<file path="config.mk">
export PLATFORM = sky130hd
export DESIGN_NAME = stack_mnemonic_line_parser_unit_flat
export DESIGN_NICKNAME = d
export VERILOG_FILES = /design/src/hdl/smlp_pkg.sv /design/src/hdl/smlp_in_if.sv /design/src/hdl/smlp_out_if.sv /design/src/hdl/stack_mnemonic_line_parser_unit.sv /design/src/flat_wrapper.sv
export VERILOG_INCLUDE_DIRS = /design/src /design/src/hdl
export SDC_FILE = /design/constraint.sdc
export NUM_CORES = 1
export LEC_CHECK = 0
export BUFFER_PORTS_ARGS = -buffer_cell sky130_fd_sc_hd__buf_4
export CAP_MARGIN = 25
export CORE_AREA = 2 2 178 180
export DETAILED_ROUTE_END_ITERATION = 12
export DIE_AREA = 0 0 180 182
export MAX_ROUTING_LAYER = met4
export PLACE_DENSITY = 0.58
export SETUP_SLACK_MARGIN = 0.5
export SYNTH_ARGS = -nofsm -noshare
export SYNTH_HDL_FRONTEND = slang
export SYNTH_SLANG_ARGS = --single-unit
</file>
<file path="constraint.sdc">
create_clock -name clk -period 15.3 [get_ports clk]
set_input_delay 3.06 -clock clk [delete_from_list [all_inputs] [get_ports clk]]
set_output_delay 3.06 -clock clk [all_outputs]
set_load 0.01 [all_outputs]
</file>
<file path="src/hdl/stack_mnemonic_line_parser_unit_assert.svh">
// ----------------------------------------------------------------------------
// Assertion macros for the mnemonic line parser
// Concurrent checks on the rising edge of clk, held off while rst is high.
// ----------------------------------------------------------------------------
`ifndef STACK_MNEMONIC_LINE_PARSER_UNIT_ASSERT_SVH
`define STACK_MNEMONIC_LINE_PARSER_UNIT_ASSERT_SVH

`ifndef SYNTH

// same-cycle implication
`define SMLP_ASSERT_NOW(lbl, ante, cons) \
  lbl: assert property (@(posedge clk) disable iff (rst) (ante) |-> (cons)) \
    else $error("smlp assertion failed");

// next-cycle implication
`define SMLP_ASSERT_NEXT(lbl, ante, cons) \
  lbl: assert property (@(posedge clk) disable iff (rst) (ante) |=> (cons)) \
    else $error("smlp assertion failed");

`else

`define SMLP_ASSERT_NOW(lbl, ante, cons)
`define SMLP_ASSERT_NEXT(lbl, ante, cons)

`endif

`endif

</file>
<file path="src/hdl/smlp_pkg.sv">
// ----------------------------------------------------------------------------
// Mnemonic line parser package
// Keyword table, result codes and widths shared by the parser and its channels.
// ----------------------------------------------------------------------------
package smlp_pkg;

  localparam int ARG_WIDTH     = 64;
  localparam int OUT_ARG_WIDTH = 64;
  localparam int MAG_EXT_WIDTH = ARG_WIDTH + 4;
  localparam int KEY_COUNT     = 12;
  localparam int COMMENT_KEY   = 11;
  localparam int KEY_MAX_LEN   = 5;
  localparam int POS_WIDTH     = 3;

  localparam logic [ARG_WIDTH-1:0]     ARG_LIMIT     = ARG_WIDTH'(1) << (ARG_WIDTH - 1);
  localparam logic [MAG_EXT_WIDTH-1:0] MAG_LIMIT_EXT = MAG_EXT_WIDTH'(1) << (ARG_WIDTH - 1);

  localparam logic [7:0] CH_NUL   = 8'h00;
  localparam logic [7:0] CH_SPACE = 8'h20;
  localparam logic [7:0] CH_TAB   = 8'h09;
  localparam logic [7:0] CH_CR    = 8'h0D;
  localparam logic [7:0] CH_PLUS  = 8'h2B;
  localparam logic [7:0] CH_MINUS = 8'h2D;
  localparam logic [7:0] CH_ZERO  = 8'h30;
  localparam logic [7:0] CH_NINE  = 8'h39;

  typedef enum logic [3:0] {
    OP_PUSH  = 4'd0,
    OP_POP   = 4'd1,
    OP_DUB   = 4'd2,
    OP_SWAP  = 4'd3,
    OP_JUMP  = 4'd4,
    OP_ADD   = 4'd5,
    OP_SUB   = 4'd6,
    OP_MUL   = 4'd7,
    OP_DIV   = 4'd8,
    OP_EMIT  = 4'd9,
    OP_TRACE = 4'd10
  } opcode_t;

  typedef enum logic [1:0] {
    KIND_IGNORED   = 2'd0,
    KIND_STATEMENT = 2'd1,
    KIND_ERROR     = 2'd2
  } line_kind_t;

  // operand scanner states
  typedef enum logic [3:0] {
    PH_SKIP   = 4'b0001,
    PH_SIGN   = 4'b0010,
    PH_DIGITS = 4'b0100,
    PH_DONE   = 4'b1000
  } num_phase_t;

  // keyword prefixes in match priority order, the comment marker last
  localparam logic [7:0] KEY_TEXT [KEY_COUNT][KEY_MAX_LEN] = '{
    '{8'h70, 8'h75, 8'h73, 8'h68, 8'h20},  // "push "
    '{8'h70, 8'h6F, 8'h70, 8'h00, 8'h00},  // "pop"
    '{8'h64, 8'h75, 8'h62, 8'h00, 8'h00},  // "dub"
    '{8'h73, 8'h77, 8'h61, 8'h70, 8'h00},  // "swap"
    '{8'h6A, 8'h75, 8'h6D, 8'h70, 8'h20},  // "jump "
    '{8'h61, 8'h64, 8'h64, 8'h00, 8'h00},  // "add"
    '{8'h73, 8'h75, 8'h62, 8'h00, 8'h00},  // "sub"
    '{8'h6D, 8'h75, 8'h6C, 8'h00, 8'h00},  // "mul"
    '{8'h64, 8'h69, 8'h76, 8'h00, 8'h00},  // "div"
    '{8'h70, 8'h72, 8'h69, 8'h6E, 8'h74},  // "print"
    '{8'h64, 8'h65, 8'h62, 8'h75, 8'h67},  // "debug"
    '{8'h23, 8'h20, 8'h00, 8'h00, 8'h00}   // "# "
  };

  localparam logic [POS_WIDTH-1:0] KEY_LEN [KEY_COUNT] = '{
    3'd5, 3'd3, 3'd3, 3'd4, 3'd5, 3'd3, 3'd3, 3'd3, 3'd3, 3'd5, 3'd5, 3'd2
  };

  // tab, newline, vertical tab, form feed, carriage return and space
  function automatic logic is_space(input logic [7:0] c);
    return (c == CH_SPACE) || ((c >= CH_TAB) && (c <= CH_CR));
  endfunction

  function automatic logic is_digit(input logic [7:0] c);
    return (c >= CH_ZERO) && (c <= CH_NINE);
  endfunction

endpackage

</file>
<file path="src/hdl/smlp_in_if.sv">
// ----------------------------------------------------------------------------
// Line byte channel
// Valid/ready channel carrying one byte of a text line per transaction.
// ----------------------------------------------------------------------------
interface smlp_in_if;

  logic       valid;
  logic       ready;
  logic [7:0] ch;

  modport source (output valid, output ch, input ready);
  modport sink   (input valid, input ch, output ready);

endinterface

</file>
<file path="src/hdl/smlp_out_if.sv">
// ----------------------------------------------------------------------------
// Parsed line channel
// Valid/ready channel carrying the decoded result of one line per transaction.
// ----------------------------------------------------------------------------
interface smlp_out_if import smlp_pkg::*; ();

  logic                            valid;
  logic                            ready;
  logic [1:0]                      line_kind;
  logic [3:0]                      opcode;
  logic signed [OUT_ARG_WIDTH-1:0] argument;

  modport source (output valid, output line_kind, output opcode, output argument,
                  input ready);
  modport sink   (input valid, input line_kind, input opcode, input argument,
                  output ready);

endinterface

</file>
<file path="src/hdl/stack_mnemonic_line_parser_unit.sv">
// ----------------------------------------------------------------------------
// Stack mnemonic line parser
// Decodes a zero-terminated text line into an opcode and a signed operand.
// ----------------------------------------------------------------------------
// The block takes one byte of a line per transaction on bytes, one per clock
// unless a terminator stalls, and a zero byte closes the line. Each line gives
// exactly one transaction on results: line_kind 0 for an empty, blank or "# "
// comment line, 1 for a statement with its opcode, 2 for a line that starts
// with no known keyword. push and jump carry a decimal operand read from the
// sixth byte on (leading whitespace, optional sign, digits), saturated at the
// signed 64-bit limits; every other case reports argument 0. Unstalled, the
// throughput is one byte per cycle, set by the combinational keyword match and
// multiply-by-ten accumulate behind the byte register. A terminator waits in
// the byte register until the result register is free, then loads it; bytes
// keep flowing while a result waits, until a second terminator meets it untaken.
`include "stack_mnemonic_line_parser_unit_assert.svh"

module stack_mnemonic_line_parser_unit import smlp_pkg::*; (
  input  logic          clk,
  input  logic          rst,
  smlp_in_if.sink       bytes,
  smlp_out_if.source    results
);

  // input register
  logic       byte_vld;
  logic [7:0] byte_q;

  // per-line parse state
  logic [POS_WIDTH-1:0] char_position,    char_position_next;
  logic [KEY_COUNT-1:0] candidate_mask,   candidate_mask_next;
  logic                 only_space_seen,  only_space_seen_next;
  num_phase_t           number_phase,     number_phase_next;
  logic                 number_negative,  number_negative_next;
  logic [ARG_WIDTH-1:0] number_magnitude, number_magnitude_next;

  // result register
  logic                            out_vld;
  line_kind_t                      kind_q;
  opcode_t                         opcode_q;
  logic signed [OUT_ARG_WIDTH-1:0] argument_q;

  logic                     is_term;
  logic                     advance;
  logic [MAG_EXT_WIDTH-1:0] mag_scaled;
  logic [ARG_WIDTH-1:0]     arg_value;
  logic                     comment_line;
  logic                     key_hit;
  opcode_t                  key_op;
  line_kind_t               kind_next;
  opcode_t                  opcode_next;
  logic signed [OUT_ARG_WIDTH-1:0] argument_next;

  assign is_term = (byte_q == CH_NUL);
  // a terminator moves on only when the result register is free
  assign advance     = byte_vld && (!is_term || !out_vld || results.ready);
  assign bytes.ready = !byte_vld || advance;

  // byte register
  always_ff @(posedge clk) begin
    if (rst) begin
      byte_vld <= 1'b0;
    end else if (bytes.ready) begin
      byte_vld <= bytes.valid;
    end
  end

  always_ff @(posedge clk) begin
    if (bytes.valid && bytes.ready) begin
      byte_q <= bytes.ch;
    end
  end

  // operand accumulate: value * 10 + digit, saturating at the magnitude limit
  assign mag_scaled = ({4'b0, number_magnitude} << 3) + ({4'b0, number_magnitude} << 1)
                      + MAG_EXT_WIDTH'(byte_q[3:0]);

  // parse state next value
  always_comb begin
    char_position_next    = char_position;
    candidate_mask_next   = candidate_mask;
    only_space_seen_next  = only_space_seen;
    number_phase_next     = number_phase;
    number_negative_next  = number_negative;
    number_magnitude_next = number_magnitude;
    if (advance) begin
      if (is_term) begin
        char_position_next    = '0;
        candidate_mask_next   = '1;
        only_space_seen_next  = 1'b1;
        number_phase_next     = PH_SKIP;
        number_negative_next  = 1'b0;
        number_magnitude_next = '0;
      end else begin
        if (!is_space(byte_q)) begin
          only_space_seen_next = 1'b0;
        end
        if (char_position < POS_WIDTH'(KEY_MAX_LEN)) begin
          // keyword prefix match, one column per byte
          for (int k = 0; k < KEY_COUNT; k++) begin
            if ((char_position < KEY_LEN[k]) &&
                (KEY_TEXT[k][char_position] != byte_q)) begin
              candidate_mask_next[k] = 1'b0;
            end
          end
          char_position_next = char_position + POS_WIDTH'(1);
        end else if ((number_phase == PH_SKIP) && is_space(byte_q)) begin
          number_phase_next = PH_SKIP;
        end else if ((number_phase == PH_SKIP) &&
                     ((byte_q == CH_PLUS) || (byte_q == CH_MINUS))) begin
          number_negative_next = (byte_q == CH_MINUS);
          number_phase_next    = PH_SIGN;
        end else if ((number_phase != PH_DONE) && is_digit(byte_q)) begin
          number_phase_next = PH_DIGITS;
          if (mag_scaled > MAG_LIMIT_EXT) begin
            number_magnitude_next = ARG_LIMIT;
          end else begin
            number_magnitude_next = mag_scaled[ARG_WIDTH-1:0];
          end
        end else begin
          number_phase_next = PH_DONE;
        end
      end
    end
  end

  always_ff @(posedge clk) begin
    if (rst) begin
      char_position    <= '0;
      candidate_mask   <= '1;
      only_space_seen  <= 1'b1;
      number_phase     <= PH_SKIP;
      number_negative  <= 1'b0;
      number_magnitude <= '0;
    end else begin
      char_position    <= char_position_next;
      candidate_mask   <= candidate_mask_next;
      only_space_seen  <= only_space_seen_next;
      number_phase     <= number_phase_next;
      number_negative  <= number_negative_next;
      number_magnitude <= number_magnitude_next;
    end
  end

  // operand value with sign applied and positive overflow clamped
  always_comb begin
    if (number_negative) begin
      arg_value = ~number_magnitude + ARG_WIDTH'(1);
    end else if (number_magnitude >= ARG_LIMIT) begin
      arg_value = ARG_LIMIT - ARG_WIDTH'(1);
    end else begin
      arg_value = number_magnitude;
    end
  end

  // first surviving keyword that was seen in full
  always_comb begin
    key_hit = 1'b0;
    key_op  = OP_PUSH;
    for (int k = COMMENT_KEY - 1; k >= 0; k--) begin
      if (candidate_mask[k] && (char_position >= KEY_LEN[k])) begin
        key_hit = 1'b1;
        key_op  = opcode_t'(4'(k));
      end
    end
  end

  assign comment_line = candidate_mask[COMMENT_KEY] &&
                        (char_position >= KEY_LEN[COMMENT_KEY]);

  // line classification
  always_comb begin
    kind_next     = KIND_ERROR;
    opcode_next   = OP_PUSH;
    argument_next = '0;
    if (comment_line || only_space_seen) begin
      kind_next = KIND_IGNORED;
    end else if (key_hit) begin
      kind_next   = KIND_STATEMENT;
      opcode_next = key_op;
      if ((key_op == OP_PUSH) || (key_op == OP_JUMP)) begin
        argument_next = OUT_ARG_WIDTH'($signed(arg_value));
      end
    end
  end

  // result register
  always_ff @(posedge clk) begin
    if (rst) begin
      out_vld <= 1'b0;
    end else if (advance && is_term) begin
      out_vld <= 1'b1;
    end else if (results.ready) begin
      out_vld <= 1'b0;
    end
  end

  always_ff @(posedge clk) begin
    if (advance && is_term) begin
      kind_q     <= kind_next;
      opcode_q   <= opcode_next;
      argument_q <= argument_next;
    end
  end

  assign results.valid     = out_vld;
  assign results.line_kind = kind_q;
  assign results.opcode    = opcode_q;
  assign results.argument  = argument_q;

  // checks
  `SMLP_ASSERT_NOW(a_nonstmt_zero, out_vld && (kind_q != KIND_STATEMENT), (opcode_q == OP_PUSH) && (argument_q == '0))
  `SMLP_ASSERT_NOW(a_arg_only_push_jump, out_vld && (argument_q != '0), (opcode_q == OP_PUSH) || (opcode_q == OP_JUMP))
  `SMLP_ASSERT_NEXT(a_term_held, byte_vld && is_term && !advance, byte_vld && is_term)
  `SMLP_ASSERT_NEXT(a_line_cleared, advance && is_term, (char_position == '0) && (candidate_mask == '1) && only_space_seen)
  `SMLP_ASSERT_NOW(a_position_bound, 1'b1, char_position <= POS_WIDTH'(KEY_MAX_LEN))

endmodule

</file>
<file path="src/flat_wrapper.sv">
// flat-port wrapper written by rule: the top's interface ports become plain ports
module stack_mnemonic_line_parser_unit_flat import smlp_pkg::*;
  (clk, rst, bytes_valid, bytes_ch, bytes_ready, results_valid, results_line_kind, results_opcode, results_argument, results_ready);
  smlp_in_if bytes_i ();
  smlp_out_if results_i ();
  input  logic clk;
  input  logic rst;
  input wire logic [$bits(bytes_i.valid)-1:0] bytes_valid;
  input wire logic [$bits(bytes_i.ch)-1:0] bytes_ch;
  output wire logic [$bits(bytes_i.ready)-1:0] bytes_ready;
  output wire logic [$bits(results_i.valid)-1:0] results_valid;
  output wire logic [$bits(results_i.line_kind)-1:0] results_line_kind;
  output wire logic [$bits(results_i.opcode)-1:0] results_opcode;
  output wire logic [$bits(results_i.argument)-1:0] results_argument;
  input wire logic [$bits(results_i.ready)-1:0] results_ready;
  assign bytes_i.valid = bytes_valid;
  assign bytes_i.ch = bytes_ch;
  assign bytes_ready = bytes_i.ready;
  assign results_valid = results_i.valid;
  assign results_line_kind = results_i.line_kind;
  assign results_opcode = results_i.opcode;
  assign results_argument = results_i.argument;
  assign results_i.ready = results_ready;
  stack_mnemonic_line_parser_unit u_core (.clk(clk), .rst(rst), .bytes(bytes_i), .results(results_i));
endmodule
</file>
After elaboration in Yosys (flattened, before gate mapping)
Memories as Yosys holds them, arrays and structs flattened.
Cells that the tools add are included.
{"block": "op_classes", "n_addsub": 4, "order_cmp": 15, "eq_ne": 22, "mux": 84, "n_bitwise": 4, "reduce_logical": 79}
{"cell": "$mux W64", "count": 8}
{"cell": "$mux W8", "count": 24}
{"cell": "$ne A8 B8 Y1", "count": 12}
{"cell": "$add A67 B65 Y68", "count": 1}
{"cell": "$add A68 B4 Y68", "count": 1}
{"cell": "$gt A68 B64 Y1 const B", "count": 1}
{"cell": "$add A64 B1 Y64 const B", "count": 1}
{"cell": "$ge A64 B64 Y1 const B", "count": 1}
{"cell": "$mux W4", "count": 16}
{"cell": "$not A64 Y64", "count": 1}
{"cell": "$reduce_and A3 Y1", "count": 12}
{"cell": "$logic_and A1 B1 Y1", "count": 32}
{"cell": "$reduce_bool A2 Y1", "count": 16}
{"cell": "$mux W1", "count": 31}
{"cell": "$eq A8 B6 Y1 const B", "count": 3}
{"cell": "$mux W12", "count": 2}
{"cell": "$ge A8 B4 Y1 const B", "count": 1}
{"cell": "$ge A8 B6 Y1 const B", "count": 1}
{"cell": "$le A8 B4 Y1 const B", "count": 1}
{"cell": "$le A8 B6 Y1 const B", "count": 1}
{"cell": "$logic_not A8 Y1", "count": 1}
{"cell": "$ne A2 B1 Y1 const B", "count": 4}
{"cell": "$logic_or A1 B1 Y1", "count": 7}
{"cell": "$ge A3 B2 Y1 const B", "count": 2}
{"cell": "other kinds (19)", "count": 28}
{"block": "totals", "regBits": 165, "mem_bits_ro": 768, "input_bits": 12, "output_inout_bits": 72, "word_cells": 243, "n_memories": 12}
{"memory": "(no name shown)", "words": 8, "width": 8, "read_ports": 1, "rd_ports_with_merged_regs": 0, "wr": 0, "line": "stack_mnemonic_line_parser_unit.sv:102", "rtl": "(KEY_TEXT[k][char_position] != byte_q)) begin"}
{"memory": "(no name shown)", "words": 8, "width": 8, "read_ports": 1, "rd_ports_with_merged_regs": 0, "wr": 0, "line": "stack_mnemonic_line_parser_unit.sv:102"}
{"memory": "(no name shown)", "words": 8, "width": 8, "read_ports": 1, "rd_ports_with_merged_regs": 0, "wr": 0, "line": "stack_mnemonic_line_parser_unit.sv:102"}
{"memory": "(no name shown)", "words": 8, "width": 8, "read_ports": 1, "rd_ports_with_merged_regs": 0, "wr": 0, "line": "stack_mnemonic_line_parser_unit.sv:102"}
{"memory": "(no name shown)", "words": 8, "width": 8, "read_ports": 1, "rd_ports_with_merged_regs": 0, "wr": 0, "line": "stack_mnemonic_line_parser_unit.sv:102"}
{"memory": "(no name shown)", "words": 8, "width": 8, "read_ports": 1, "rd_ports_with_merged_regs": 0, "wr": 0, "line": "stack_mnemonic_line_parser_unit.sv:102"}
{"memory": "6 more memories"}

Longest topological paths before layout
{"block": "logic_depth", "word_depth": 17, "depth_mapped": 17, "ltp_nobuf": 14}

Worst setup path after synthesis
OpenSTA, ideal clock, no wires.
{"block": "synth_path", "path_kind": "input -> register", "startpoint": "input port results_ready", "endpoint": "register u_core.number_magnitude[18]", "setup_ns": 0.117, "t_arrival_ns": 7.654, "required_time_ns": 15.183, "setup_slack_ns": 7.528, "path_stages": 7, "n_path_buf": 2, "path_cell_list": "nand2b_1 -> o21ai_0 -> clkbuf_1 -> nor2_1 -> nor3_1 -> clkbuf_1 -> a32o_1"}
{"block": "synth_between", "elab_chain_cells": 3}
{"item": "start: declaration", "line": "flat_wrapper.sv:15", "rtl": "input wire logic [$bits(results_i.ready)-1:0] results_ready;"}
{"item": "$logic_or A1 B1 Y1", "line": "stack_mnemonic_line_parser_unit.sv:56", "rtl": "assign advance = byte_vld && (!is_term || !out_vld || results.ready);"}
{"item": "$logic_and A1 B1 Y1", "line": "stack_mnemonic_line_parser_unit.sv:56"}
{"item": "$reduce_and A5 Y1 (no line)"}
{"item": "end signal: assignment", "line": "stack_mnemonic_line_parser_unit.sv:141", "rtl": "number_magnitude <= number_magnitude_next;"}
{"item": "end: declaration", "line": "stack_mnemonic_line_parser_unit.sv:35", "rtl": "logic [ARG_WIDTH-1:0] number_magnitude, number_magnitude_next;"}
No other way between the ends.
A chain may end at the register's enable or synchronous reset.

Worst setup path in the final report
{"block": "layout_path", "startpoint": "input port results_ready", "endpoint": "output port bytes_ready"}
{"block": "layout_between", "elab_chain_cells": 3}
{"item": "$logic_or A1 B1 Y1", "line": "stack_mnemonic_line_parser_unit.sv:56"}
{"item": "$logic_and A1 B1 Y1", "line": "stack_mnemonic_line_parser_unit.sv:56"}
{"item": "$logic_or A1 B1 Y1", "line": "stack_mnemonic_line_parser_unit.sv:57", "rtl": "assign bytes.ready = !byte_vld || advance;"}
{"item": "end: declaration", "line": "flat_wrapper.sv:10", "rtl": "output wire logic [$bits(bytes_i.ready)-1:0] bytes_ready;"}
No other way between the ends.

==> results by group <==
Global route
  • Global-route total usage across every layer: 22.8%
  • Antenna violations before repair: 0
  • Maximum number of pins on one net before global-route repair: 63
  • Number of global-route vias before repair: between 10000 and 15000
  • Remaining global-route overflow: 0
  • Global-route wire length before repair: 59.5 mm

Min path
  • Class of the most critical hold timing path: register to register
  • Worst min-delay path startpoint: u_core.only_space_seen
  • Count of cells along the worst hold path: 2
  • Capture endpoint of the worst hold path: u_core.only_space_seen

Die
  • Standard-cell rows: 65
  • Die outline height: 182 um
  • Starting density of the core: 42.0%
  • Top-level port count: 84
  • Die Outline Area: 32800 um^2
  • Die extent in x: approximately 180 um
  • Area inside the core boundary: between 30000 and 40000 um^2

Clock tree
  • Clock-pin slew on the worst setup and hold paths: around 0.07 ns
  • Number of resized instances in the post-cts repair step: 0
  • Number of CTS-inserted buffers: 17
  • Clock Sink Count: between 150 and 200
  • Number of buffers on the longest clock path: 2
  • Number of buffers inserted for hold repair after clock tree synthesis: 0
  • Post-CTS setup-driven buffer insertion count: 0
  • H-tree depth: 4
  • Clock insertion delay at the later pin of the skew report: 0.45 ns
  • TritonCTS clock tree: built
  • Cell at the root of the clock tree: clkbuf_16

Worst setup path
  • Worst path slowest cell: nand2b_1
  • Reg-to-Reg Start: u_core.byte_q[3]
  • Biggest cell delay along the critical path: between 0.15 and 0.2 ns
  • CP required: 12.24 ns
  • Maximum fanout encountered on the critical timing path: 3
  • Class of the most critical setup path: primary input to output port
  • Element type at the critical path end: output port
  • Register-to-register setup slack: approximately 10 ns
  • Element type at the critical path start: primary input
  • Ordered list of cells on the worst path: buf_4 > nand2b_1 > nor2_1 > nand2_1 > buf_4
  • Most frequent cell on the critical path: buf_4
  • FF-to-FF End: u_core.number_magnitude[33]
  • R2R cell count: 14
  • Arrival time at the worst endpoint: 3.70 ns

Placement
  • Post-DP Area: between 10000 and 15000 um^2
  • Number of I/O port buffers: 83
  • Hpwl dp: 27.0 mm
  • RD Place Congestion: 0.946

Routing
  • Drc violations: 0
  • Vias after detailed routing: roughly 12000
  • Via density: 6.02
  • Post-DRT Antenna Nets: 0
  • Initial drt markers: 854
  • DR pass1 iterations: 6
  • Wire length after detailed routing: 36.3 mm
  • WL per Instance: 18.5 um

Synth
  • Count of flip-flops with a built-in enable after synthesis: between 70 and 80
  • Share of the synthesized area in the top cell type: 18.0%
  • Count of unique library cells instantiated by Yosys: 81
  • Nets in the synthesized netlist: 1667
  • Cell taking the most area after synthesis: edfxtp_1
  • Syn Std Cell Area: 13000 um^2
  • Most frequent cell after synthesis: nor2_1
  • Top_reg_cell synth: dfxtp_1
  • Synthesized area per cell: 8.58 um^2
  • Most used standard cells in the synthesized netlist: nor2_1 (185), ha_1 (135), nand2_1 (125)
  • Sequential-to-total area share from yosys stat: 31.4%
  • YS warnings: 0
  • Async S/R FF share, synth: 0%
  • Mapped Cells: around 1500
  • Flops & latches, synth: between 150 and 200
  • Most area-consuming cells after synthesis: edfxtp_1 (18%), dfxtp_1 (13%), ha_1 (13%), nor2_1 (5.3%), a32o_1 (4.8%)

Timing
  • Slew at the pin with the worst max-slew slack: 0.873 ns
  • Final critical-path required period: slightly below 7 ns
  • Final total negative setup slack: 0 ns
  • Fin. Hold Viols: 0
  • Setup repair after global routing missed its margin: false
  • Setup skew after layout: just under 0.02 ns
  • Slew Viols, Final: 0
  • Max Clk Rate: 148 MHz
  • Worst-case headroom to the max-slew limit: between 40% and 50%
  • Count of final setup violators: 0
  • Final worst path period share: 44.2%

Pwr
  • Cell internal pwr: approximately 0.00075 W
  • Sequential share of power: 48.5%
  • Worst vdd ir: 0.0782 mV
  • Total power density per cell area: 66.6 nW/um^2
  • Part of the power in combinational logic: 4.5%
  • LEAKAGE: 5.78 nW
  • Share of total power in the clock network: 47.1%
  • Net Sw Frac: a little under a quarter
  • Psw: 0.000224 W

Status
  • Outcome: finished, final reports clean

Layout
  • Proportion of layout cells with a drive suffix above 1: 9.40%
  • Finished Cell Area: 14600 um^2
  • Layout overhead on the synthesized area: 12.0%
  • Number of nets at the end of the flow: ~1700
  • N_diodes: 0

Job
  • Reported max-cap violation count: 0
[power by group through the flow]
stage                     Combinational (W)  Clock, W  Sequential, W
after floorplan                   0.0000341         0       0.000477
after global placement            0.0000419         0       0.000481
after detailed placement          0.0000428         0       0.000481
after CTS                         0.0000431  0.000466       0.000471
after global routing              0.0000481  0.000483       0.000472
final                             0.0000432  0.000457       0.000471
[worst max-delay path, delay by kind of cell]
family | cells | cell delay [ns]
AND/OR/NAND/NOR | 3 | 0.39
buffers and inverters | 2 | 0.25
[cell families after synthesis]
| logic type | count (synthesis) | synth area share [%] |
|---|---|---|
| buffers and inverters | 113 | 3.32 |
| multiplexers | 2 | 0.154 |
| flip-flops | 165 | 31.4 |
| AO/OA/AOI/OAI | 455 | 24.0 |
| XOR/XNOR | 129 | 8.67 |
| AND/OR/NAND/NOR | 517 | 19.2 |
| adder cells (fa/ha/maj) | 137 | 13.3 |
[metrics by stage]
| stage | util (%) | power (W) | cells | hold slack (ns) | setup WS [ns] |
|---|---|---|---|---|---|
| after floorplan | - | 0.000511 | 1518 | 0.440 | 7.53 |
| after global placement | 45.0 | 0.000523 | 1932 | 0.455 | 8.56 |
| after detailed placement | 45.0 | 0.000524 | 1933 | 0.459 | 8.54 |
| after CTS | 47.1 | 0.000980 | 1965 | 0.473 | 8.54 |
| after global routing | 47.1 | 0.00100 | 1965 | 0.490 | 8.47 |
| final | 47.1 | 0.000972 | 1965 | 0.470 | 8.54 |
[sequential cells by signal, summed over array words and instances, names as in the netlist, 2 cells and up]
| signal | cells |
|---|---|
| u_core.results.line_kind | 2 |
| u_core.number_magnitude | 64 |
| u_core.results.opcode | 4 |
| u_core.char_position | 3 |
| u_core.candidate_mask | 12 |
| u_core.byte_q | 8 |
| u_core.number_phase | 4 |
| u_core.results.argument | 64 |
[cell type report]
class	count	area (um^2)
flip-flops and latches	165	4090
clock buffers	23	543
well taps	402	503
inverters	30	113
clock inverters	9	85.1
fillers	2978	16400
repair buffers	96	728
multi-input cells	1240	8530
[worst max path at each step]
stage	from	to	slack [ns]	depth (start not counted)
6_report	results_ready	bytes_ready	8.54	5
5_1_grt	results_ready	bytes_ready	8.47	5
4_1_cts	results_ready	bytes_ready	8.54	5
3_5_place_dp	results_ready	bytes_ready	8.54	5
3_3_place_gp	results_ready	bytes_ready	8.56	5
2_1_floorplan	results_ready	u_core.number_magnitude[18]	7.53	7
[layer usage]
layer / up-vias / GRT usage, % / wire length [um]
met5: - / - / 0
met2: 288 / 35.2 / 16500
met1: 5703 / 31.3 / 17600
met3: 37 / 3.13 / 1660
met4: 0 / 5.98 / 652
li1: 5810 / - / -
[placed cells by master (no fill, tap or decap), drive strengths merged, types with 12 or more instances in the layout]
cell type  Yosys  routed
nand3         23      23
o21a          13      13
nor2         186     186
xor2          62      62
a21oi        103     103
nand2        125     125
buf            8      96
dfxtp         87      87
edfxtp        78      78
a21o          16      16
inv           28      29
nand4         21      21
or3           20      20
ha           135     135
nor2b         12      12
xnor2         67      67
a211oi        66      66
nor4          17      17
o21ai         94      94
nor3          51      51
a32o          63      63
a31oi         14      14
clkbuf        75      23
Note: power is estimated with default switching activity, not from simulation.
